**src/rtl/core/shared_memory_race_detector_assert.svh**
```systemverilog
// ----------------------------------------------------------------------------
// Shared memory race detector assertion macros
// Concurrent assertion wrappers clocked on clk, disabled during reset.
// ----------------------------------------------------------------------------
`ifndef SHARED_MEMORY_RACE_DETECTOR_ASSERT_SVH
`define SHARED_MEMORY_RACE_DETECTOR_ASSERT_SVH

// same-cycle implication
`define SRD_ASSERT_IMPL(label, ante, cons) \
  label: assert property (@(posedge clk) disable iff (!rst_n) (ante) |-> (cons)) \
    else $error("srd assertion failed");

// next-cycle implication
`define SRD_ASSERT_NEXT(label, ante, cons) \
  label: assert property (@(posedge clk) disable iff (!rst_n) (ante) |=> (cons)) \
    else $error("srd assertion failed");

`endif

```
**src/rtl/core/srd_pkg.sv**
```systemverilog
// ----------------------------------------------------------------------------
// Shared memory race detector package
// Widths, op and race codes, shadow entry and controller interface types.
// ----------------------------------------------------------------------------
package srd_pkg;

  localparam int SHARED_BYTES = 16384;
  localparam int MAX_THREADS  = 1024;
  localparam int ADDR_W       = $clog2(SHARED_BYTES);
  localparam int THREAD_W     = 10;
  localparam int MARK_W       = 11;
  localparam int DATA_W       = 8;
  localparam int EPOCH_W      = 8;

  localparam logic [MARK_W-1:0]  MARK_NONE  = '1;
  localparam logic [EPOCH_W-1:0] EPOCH_LAST = '1;
  localparam logic [ADDR_W-1:0]  ADDR_LAST  = ADDR_W'(SHARED_BYTES - 1);

  localparam logic [1:0] OP_LOAD    = 2'd0;
  localparam logic [1:0] OP_STORE   = 2'd1;
  localparam logic [1:0] OP_BARRIER = 2'd2;

  localparam logic [1:0] KIND_NONE              = 2'd0;
  localparam logic [1:0] KIND_LOAD_AFTER_WRITE  = 2'd1;
  localparam logic [1:0] KIND_STORE_AFTER_WRITE = 2'd2;
  localparam logic [1:0] KIND_STORE_AFTER_READ  = 2'd3;

  typedef struct packed {
    logic [EPOCH_W-1:0] tag;
    logic [MARK_W-1:0]  writer;
    logic [MARK_W-1:0]  reader;
  } srd_entry_t;

  typedef struct packed {
    logic               accept;
    logic               eval;
    logic               clr_en;
    logic [ADDR_W-1:0]  clr_addr;
    logic [EPOCH_W-1:0] epoch;
  } srd_cmd_t;

  typedef struct packed {
    logic slot_free;
    logic barrier;
  } srd_sts_t;

endpackage

```
**src/rtl/core/srd_ctrl.sv**
```systemverilog
// ----------------------------------------------------------------------------
// Shared memory race detector controller
// Sequences clearing pass, accept and evaluate; owns the barrier epoch.
// ----------------------------------------------------------------------------
module srd_ctrl (
  input  logic             clk,
  input  logic             rst_n,
  input  logic             in_tvalid,
  output logic             in_tready,
  input  srd_pkg::srd_sts_t sts,
  output srd_pkg::srd_cmd_t cmd
);
  import srd_pkg::*;

  localparam logic [1:0] ST_CLEAR = 2'd0;
  localparam logic [1:0] ST_IDLE  = 2'd1;
  localparam logic [1:0] ST_EVAL  = 2'd2;

  logic [1:0]         state_r, state_nxt;
  logic [ADDR_W-1:0]  clr_cnt_r, clr_cnt_nxt;
  logic [EPOCH_W-1:0] epoch_r, epoch_nxt;
  logic               accept;

  assign in_tready = (state_r == ST_IDLE) && sts.slot_free;
  assign accept    = in_tready && in_tvalid;

  always_comb begin
    state_nxt   = state_r;
    clr_cnt_nxt = clr_cnt_r;
    epoch_nxt   = epoch_r;
    unique case (state_r)
      ST_CLEAR: begin
        clr_cnt_nxt = clr_cnt_r + 1'b1;
        if (clr_cnt_r == ADDR_LAST) begin
          state_nxt = ST_IDLE;
          epoch_nxt = '0;
        end
      end
      ST_IDLE: begin
        if (accept) state_nxt = ST_EVAL;
      end
      ST_EVAL: begin
        state_nxt = ST_IDLE;
        if (sts.barrier) begin
          if (epoch_r == EPOCH_LAST) begin
            state_nxt   = ST_CLEAR;
            clr_cnt_nxt = '0;
          end else begin
            epoch_nxt = epoch_r + 1'b1;
          end
        end
      end
      default: state_nxt = ST_CLEAR;
    endcase
  end

  always_ff @(posedge clk) begin
    if (!rst_n) begin
      state_r   <= ST_CLEAR;
      clr_cnt_r <= '0;
      epoch_r   <= '0;
    end else begin
      state_r   <= state_nxt;
      clr_cnt_r <= clr_cnt_nxt;
      epoch_r   <= epoch_nxt;
    end
  end

  assign cmd.accept   = accept;
  assign cmd.eval     = (state_r == ST_EVAL);
  assign cmd.clr_en   = (state_r == ST_CLEAR);
  assign cmd.clr_addr = clr_cnt_r;
  assign cmd.epoch    = epoch_r;

endmodule

```
**config.mk**
```make
export PLATFORM = sky130hd
export DESIGN_NAME = srd_ctrl
export DESIGN_NICKNAME = d
export VERILOG_FILES = /design/src/rtl/core/shared_memory_race_detector_assert.svh /design/src/rtl/core/srd_pkg.sv /design/src/rtl/core/srd_ctrl.sv
export SDC_FILE = /design/constraint.sdc
export NUM_CORES = 1
export LEC_CHECK = 0
export BUFFER_PORTS_ARGS = -buffer_cell sky130_fd_sc_hd__buf_2
export CAP_MARGIN = 20
export CORE_MARGIN = 1
export CORE_UTILIZATION = 35
export DETAILED_ROUTE_END_ITERATION = 16
export GPL_ROUTABILITY_DRIVEN = 1
export PLACE_DENSITY_LB_ADDON = 0.25
export SYNTH_ARGS = -nofsm -noshare
export SYNTH_HDL_FRONTEND = slang
export SYNTH_SLANG_ARGS = --single-unit
```
**constraint.sdc**
```tcl
create_clock -name clk -period 5 [get_ports clk]
set_clock_uncertainty 0.1 [all_clocks]
set_input_delay 1.25 -clock clk [delete_from_list [all_inputs] [get_ports clk]]
set_output_delay 1.25 -clock clk [all_outputs]
set_load 0.02 [all_outputs]
```
After elaboration in Yosys (flattened, before gate mapping)

Index checks and enable logic that the tools add are counted.

Memory bits (read-only): 0
Bits in writable memories: 0
Word-level logic and storage cells: 33
Register bits after elaboration: 24
Input port bits: 5
Output and inout bits: 26
Bits in latches: 0
Memories: 0

$mul: 0
Shifts and indexed selects: 0
Div/mod/pow operators: 0
Reductions and logical operators: 7
Eq/ne operators: 9
$lt $le $gt $ge: 0
Bitwise gates (word level): 0
$add $sub $neg: 2
Muxes and demuxes: 12

Operators with widths:

| cell                                                                     | count |
|---|---|
| 14-bit 2-to-1 mux                                                        | 2 |
| 14-bit case mux with 2 select lines                                      | 1 |
| 8-bit 2-to-1 mux                                                         | 3 |
| 8-bit case mux with 2 select lines                                       | 1 |
| 14-bit by 1-bit adder with 14-bit output (second input constant)         | 1 |
| 14-bit equality test (second input constant)                             | 1 |
| 8-bit by 1-bit adder with 8-bit output (second input constant)           | 1 |
| 8-bit equality test (second input constant)                              | 1 |
| 2-bit inequality test (second input constant)                            | 3 |
| 2-bit case mux with 3 select lines                                       | 1 |
| 2-bit 2-to-1 mux                                                         | 2 |
| 2-bit by 1-bit inequality test with 1-bit output (second input constant) | 2 |
| 4-bit AND reduction                                                      | 1 |
| 3-bit AND reduction                                                      | 1 |
| 2-bit by 1-bit equality test with 1-bit output (second input constant)   | 1 |
| 2-bit equality test (second input constant)                              | 1 |
| 1-bit logical AND                                                        | 2 |
| 2-bit logical NOT                                                        | 1 |
| 1-bit 2-to-1 mux                                                         | 2 |
| 2-bit AND reduction                                                      | 1 |
| 2-bit nonzero test                                                       | 1 |

Longest topological paths before layout

Gate-level depths: netlist (run 1).

Word-level depth: 5
Mapped depth: 8

Worst setup path after synthesis (run 1)

Ideal clock, no wire load.

Path type: input -> output
Start: input port in_tvalid
End: output port cmd[24] (netlist bit)
Cell stages on the path: 3
Arrival time: 1.563 ns
Slack: 2.087 ns
Data required time: 3.650 ns
Path through: nand2_1 -> nor2b_1 -> buf_4

Longest elaborated chain between the ends: 1

RTL lines:

| what               | RTL line       | text |
|---|---|---|
| start: declaration | srd_ctrl.sv:8  | `input logic in_tvalid,` |
| 1-bit logical AND  | srd_ctrl.sv:25 | `assign accept = in_tready && in_tvalid;` |
| end: declaration   | srd_ctrl.sv:11 | `output srd_pkg::srd_cmd_t cmd` |

Every way passes these cells.

==> results.md, run 1 <==
- Outcome: finished, final reports clean
- Vias per Instance: 5.776
- Layout Utilization: 43.90%
- Inserted Diodes: 0
- Seq/Total Area, Yosys: 36.26%
- Vias: 1340
- DRC: 0
- Yosys reg bits: 24
- Reg2reg end: clr_cnt_r[11]
- Synthesized cell area: 1325 sq um
- Initial Util: 38.20%
- Synth-to-Final Area Change: 14.92%
- Clock Path Buffers: 2
- Fin crit share: 62.08%
- Endpoint type of the worst setup path: output pin
- Number of setup buffers added after CTS: 0
- Hold Path Sink: clr_cnt_r[13]
- Rel. slew slack: 44.95%
- First-pass GRT wire length: 5326 um
- Syn nets: 171
- GR met2 Demand/Resource: 28.06%
- Overflow after GRT: 0
- DR pass1 iterations: 4
- Leakage: 0.5723 nW
- Final setup viols: 0
- Initial antenna violation count: 0
- Routed WL: 3149 um
- Global route hottest layer: met2
- Clock slew at reported path FFs: 0.09 ns
- Worst setup startpoint: state_r[0]
- Hold WC Path Type: reg -> reg
- Reg2reg start: epoch_r[0]
- Row cnt: 21
- WHS: 0.4000 ns
- GPL Wtd Cong: 0.8273
- Design area: 1523 sq um
- M1 GR Usage: 20.88%
- Number of distinct library cells after synthesis: 36
- DR iter-0 viols: 60
- DRT antenna net count: 0
- Crit path max fanout: 29
- Achievable frequency: 322.2 MHz
- Largest net degree at the start of global routing: 30
- YS warnings: 0
- Nets: 194
- Area after DPL: 1468 sq um
- R2R setup slack: 2.91 ns
- Max Cap Viol: 0
- Most common cell after layout, fill and taps aside: buf_2
- Post-Syn Instances: 164
- Crit path time final: 3.104 ns
- CP Class: reg -> out
- TritonCTS clock tree: yes
- CP arrival: 1.75 ns
- Hold wc startpoint: clr_cnt_r[13]
- H-Tree Depth: 1
- Worst Tran Pin Value: 0.8247 ns
- Final worst slack: 1.896 ns
- IO buf count: 30
- Syn Area/Cell: 8.079 sq um
- Commonest non-fill, non-tap cells in the layout: buf_2, dfxtp_1, nand2_1
- Share of cells above drive strength 1: 19.35%
- WL per Instance: 13.57 um
- Grt met3 use: 4.167%
- Die height: 63.53 um
- HPWL after DPL: 2189 um
- Worst setup SP type: register
- Max-slew violation count: 0
- Std-Cell Core Area: 3468 sq um
- Final Hold Fails: 0
- Cell Pwr Density: 227.5 nW/um^2
- DIE AREA: 4036 sq um
- PostCTS Resize Cnt: 0
- Hold Buf Count CTS: 0
- Reg2Reg Depth: 5
- Sum Neg Setup Slack: 0 ns
- Total Routing Usage GR: 16.64%
- TritonCTS Sinks: 24
- Die width: 63.53 um
- Hold depth: 2
- Unrepaired setup endpoints after global routing: no
- Num CTS Buffers: 3
- Clk root buf: clkbuf_8
- # IOs: 31
- Place WS: 1.948 ns
- Clk_lat worst skew: 0.27 ns
- Vias in the first global route: 1127
- Worst VDD drop: 0.0001585 V
- Critical Path RT: 3.65 ns
[cells by family (layout without fill, tap and decap cells)]
kind of cell	after synthesis	count (layout)	synth area share, %
compound gates	44	44	21.06
fa+ha+maj	2	2	1.888
buf+inv	14	36	5.477
flops	24	24	36.26
mux	5	5	3.872
simple gates	75	75	31.44
[registers in the layout (all words and copies together), names as in the netlist]
name and flops:
clr_cnt_r 14, epoch_r 8, state_r 2
[cell type report]
class | instances | area [sq um]
timing repair buffer | 30 | 150.1
sequential | 24 | 480.5
multi-input combinational | 126 | 772.0
tap | 46 | 57.56
clock buffer | 4 | 55.05
fill | 362 | 1946
inverter | 2 | 7.507
[worst max path at each step]
stage	slack, ns	to	depth (start not counted)
2_1_floorplan	2.09	cmd[24]	3
3_3_place_gp	1.97	cmd[24]	4
3_5_place_dp	1.95	cmd[24]	4
4_1_cts	1.89	cmd[24]	3
5_1_grt	1.69	cmd[24]	3
6_report	1.90	cmd[24]	3
[power by group]
part	switching, mW	internal [mW]
registers	0.00294	0.193
clock network	0.0635	0.0704
logic	0.0111	0.00545
total	0.0775	0.269
[layer usage]
layer	vias to the layer above	wire length (um)
li1	661	-
met1	649	1458
met2	28	1521
met3	2	140
met4	0	29
met5	-	0
[cells in the mapped netlist (all sizes together)]
cell	number	share of area, %
a21oi	16	6.0
a22oi	1	0.57
a311oi	1	0.66
a31oi	3	2.5
and2	4	1.9
and3	2	0.94
and4	4	2.6
and4b	1	0.76
buf	6	3.2
clkbuf	6	1.7
dfxtp	24	36
ha	2	1.9
inv	2	0.57
mux2	1	0.85
mux2i	4	3.0
nand2	21	5.9
nand2b	1	0.47
nand3	8	3.0
nand3b	3	1.7
nand4	7	3.3
nor2	7	2.0
nor2b	4	1.9
nor3	2	0.76
nor3b	1	0.57
nor4	1	0.47
o2111ai	1	0.66
o211ai	2	1.1
o21ai	8	3.0
o22ai	4	1.9
o31ai	8	4.5
or4	9	5.1
[through the flow]
stage | instances | power (mW)
2_1_floorplan | 164 | 0.2101
3_3_place_gp | 228 | 0.2165
3_5_place_dp | 228 | 0.2172
4_1_cts | 232 | 0.3505
5_1_grt | 232 | 0.3614
6_report | 232 | 0.3464
[critical path, cell delays in order (launching register included)]
cell,delay (ns)
dfxtp_1,0.87
nor2b_1,0.27
nor2b_1,0.17
buf_2,0.18
(Power assumes the default switching activity.)
==> run 2, diff against run 1 <==
==> constraint.sdc (replaced) <==
create_clock -name clk -period 2.54 [get_ports clk]
set_clock_uncertainty 0.1 [all_clocks]
set_input_delay 0.635 -clock clk [delete_from_list [all_inputs] [get_ports clk]]
set_output_delay 0.635 -clock clk [all_outputs]
set_load 0.02 [all_outputs]
==> run 2 against run 1 <==
  * Register-to-register slack got worse by 2.5 ns
  * Wire length rose by 2.4%
  * First-iteration DRC count increased by 25%
  * Cell count grew 0.86%
  * Power rose by 120%
  * Sequential share of layout area fell by 0.64 points
  * Global-route usage barely moved
  * Highest routed layer unchanged
  * Largest power group unchanged
  * Die area unchanged
  * Sequential power is 97% higher
  * Core utilization up 0.90 points
  * Hold slack better by 0.0074 ns
==> results.md, run 2 (same netlist as run 1, synthesis figures left out) <==
- Hold WC Path Type: reg -> reg (unchanged)
- TritonCTS Sinks: 24 (unchanged)
- Final worst slack: 0.3418 ns (was 1.896 ns)
- WHS: 0.4074 ns (was 0.4000 ns)
- Crit-path cells: nor2b_1 > nor2b_1 > buf_2 (unchanged)
- Worst Tran Pin Value: 0.6558 ns (was 0.8247 ns)
- Worst VDD drop: 0.0003217 V (was 0.0001585 V)
- Commonest non-fill, non-tap cells in the layout: buf_2, dfxtp_1, nand2_1 (unchanged)
- Max Cap Viol: 0 (unchanged)
- Leakage: 0.5901 nW (was 0.5723 nW)
- First-pass GRT wire length: 5471 um (was 5326 um)
- Max FFs per register: 14 (unchanged)
- Endpoint type of the worst setup path: output pin (unchanged)
- Area after DPL: 1483 sq um (was 1468 sq um)
- Crit path top cell by count: nor2b_1 (unchanged)
- Clk root buf: clkbuf_8 (unchanged)
- Design area: 1554 sq um (was 1523 sq um)
- Critical Path RT: 1.80 ns (was 3.65 ns)
- CP Class: reg -> out (unchanged)
- Share of cells above drive strength 1: 20.21% (was 19.35%)
- PostCTS Resize Cnt: 0 (unchanged)
- DRT antenna net count: 0 (unchanged)
- Clock slew at reported path FFs: 0.09 ns (about the same)
- Vias per Instance: 5.615 (was 5.776)
- Initial Util: 38.20% (unchanged)
- Die height: 63.53 um (unchanged)
- Top reg by flops: clr_cnt_r (unchanged)
- Hold Buf Count CTS: 0 (unchanged)
- WL per Instance: 13.78 um (was 13.57 um)
- Unrepaired setup endpoints after global routing: no (unchanged)
- Clk_lat worst skew: 0.27 ns (about the same)
- Achievable frequency: 454.9 MHz
- CP peak stage delay: 0.60 ns (was 0.87 ns)
- Crit path time final: 2.198 ns
- IO buf count: 30 (unchanged)
- FILL cells: 367 (was 362)
- GPL Wtd Cong: 0.8332 (was 0.8273)
- Inserted Diodes: 0 (unchanged)
- Total Routing Usage GR: 16.63% (was 16.64%)
- DRC: 0 (unchanged)
- Sum Neg Setup Slack: 0 ns (unchanged)
- Final setup viols: 0 (unchanged)
- Cell Pwr Density: 486.5 nW/um^2 (was 227.5 nW/um^2)
- Vias: 1314 (was 1340)
- Place WS: 0.4546 ns (was 1.948 ns)
- DR iter-0 viols: 75 (was 60)
- Total area of sequential cells: 480.5 sq um (unchanged)
- Final Hold Fails: 0 (unchanged)
- CP arrival: 1.46 ns (was 1.75 ns)
- Routed WL: 3225 um (was 3149 um)
- Die width: 63.53 um (unchanged)
- Std-Cell Core Area: 3468 sq um (unchanged)
- H-Tree Depth: 1 (unchanged)
- Row cnt: 21 (unchanged)
- Num CTS Buffers: 3 (unchanged)
- Top cell family by delay on the critical path: flip-flops (unchanged)
- Outcome: finished, final reports clean (unchanged)
- Nets: 196 (was 194)
- Fin crit share: 86.54%
- Synth-to-Final Area Change: 17.28% (was 14.92%)
- Initial antenna violation count: 0 (unchanged)
- Crit path max fanout: 13 (was 29)
- DIE AREA: 4036 sq um (unchanged)
- Total power: 756.1 uW (was 346.4 uW)
- Clock Path Buffers: 2 (unchanged)
- Largest net degree at the start of global routing: 21 (was 30)
- Max-slew violation count: 0 (unchanged)
- Vias in the first global route: 1171 (was 1127)
- Most common cell after layout, fill and taps aside: buf_2 (unchanged)
- Rel. slew slack: 55.98% (was 44.95%)
- Worst setup SP type: register (unchanged)
- Largest regs: clr_cnt_r (14), epoch_r (8), state_r (2) (unchanged)
- Area of the multi-input gates: 772.0 sq um (unchanged)
- Number of setup buffers added after CTS: 0 (unchanged)
- # IOs: 31 (unchanged)
- DR pass1 iterations: 4 (unchanged)
- HPWL after DPL: 2339 um (was 2189 um)
- TritonCTS clock tree: yes (unchanged)
- Slowest cell on crit path: dfxtp_1 (unchanged)
- Crit path buf inv count: 1 (unchanged)
- Overflow after GRT: 0 (unchanged)
## run 2: changes by cell type in the layout (fill, tap and decap cells not counted), sizes merged
cell,change
clkbuf,-1
buf,+2
bufinv,+1
## run 2: area by class of cell
| type | instances | share of cell area [%] |
|---|---|---|
| multi-input cells | 126 | 49.68 |
| flip-flops and latches | 24 | 30.92 |
| repair buffers | 32 | 10.63 |
| well taps | 46 | 3.704 |
| clock buffers | 3 | 2.657 |
| clock inverters | 1 | 1.932 |
| inverters | 2 | 0.4831 |
## run 2: through the flow
| step | cells | utilization (%) |
|---|---|---|
| 2_1_floorplan | 164 | - |
| 3_3_place_gp | 230 | 42.75 |
| 3_5_place_dp | 230 | 42.75 |
| 4_1_cts | 234 | 44.81 |
| 5_1_grt | 234 | 44.81 |
| 6_report | 234 | 44.81 |
## run 2: final timing paths
check	start	end	slack (ns)	cells past startpoint
max reg2reg	epoch_r[0]	clr_cnt_r[9]	0.40	5
min	clr_cnt_r[13]	clr_cnt_r[13]	0.41	2
min reg2reg	clr_cnt_r[13]	clr_cnt_r[13]	0.41	2
max	state_r[0]	cmd[24]	0.34	3
## run 2: per-layer routing
metal	wire length (um)	vias up	global-route usage (%)
met5	0	-	0
met4	13	0	2.557
met3	122	2	3.986
met2	1517	28	28.46
met1	1571	618	21.27
li1	-	666	-
## run 2: report_power, final
part / internal, mW / switching, mW / leakage [nW]
registers: 0.380 / 0.00562 / 0.194
logic: 0.0107 / 0.0219 / 0.361
clock network: 0.211 / 0.127 / 0.0357
## run 2: worst register-to-register path: stages (launching register included)
cell	delay [ns]
dfxtp_1	0.41
ha_1	0.23
and4_1	0.37
a31oi_4	0.26
or4_1	0.53
a21oi_1	0.17
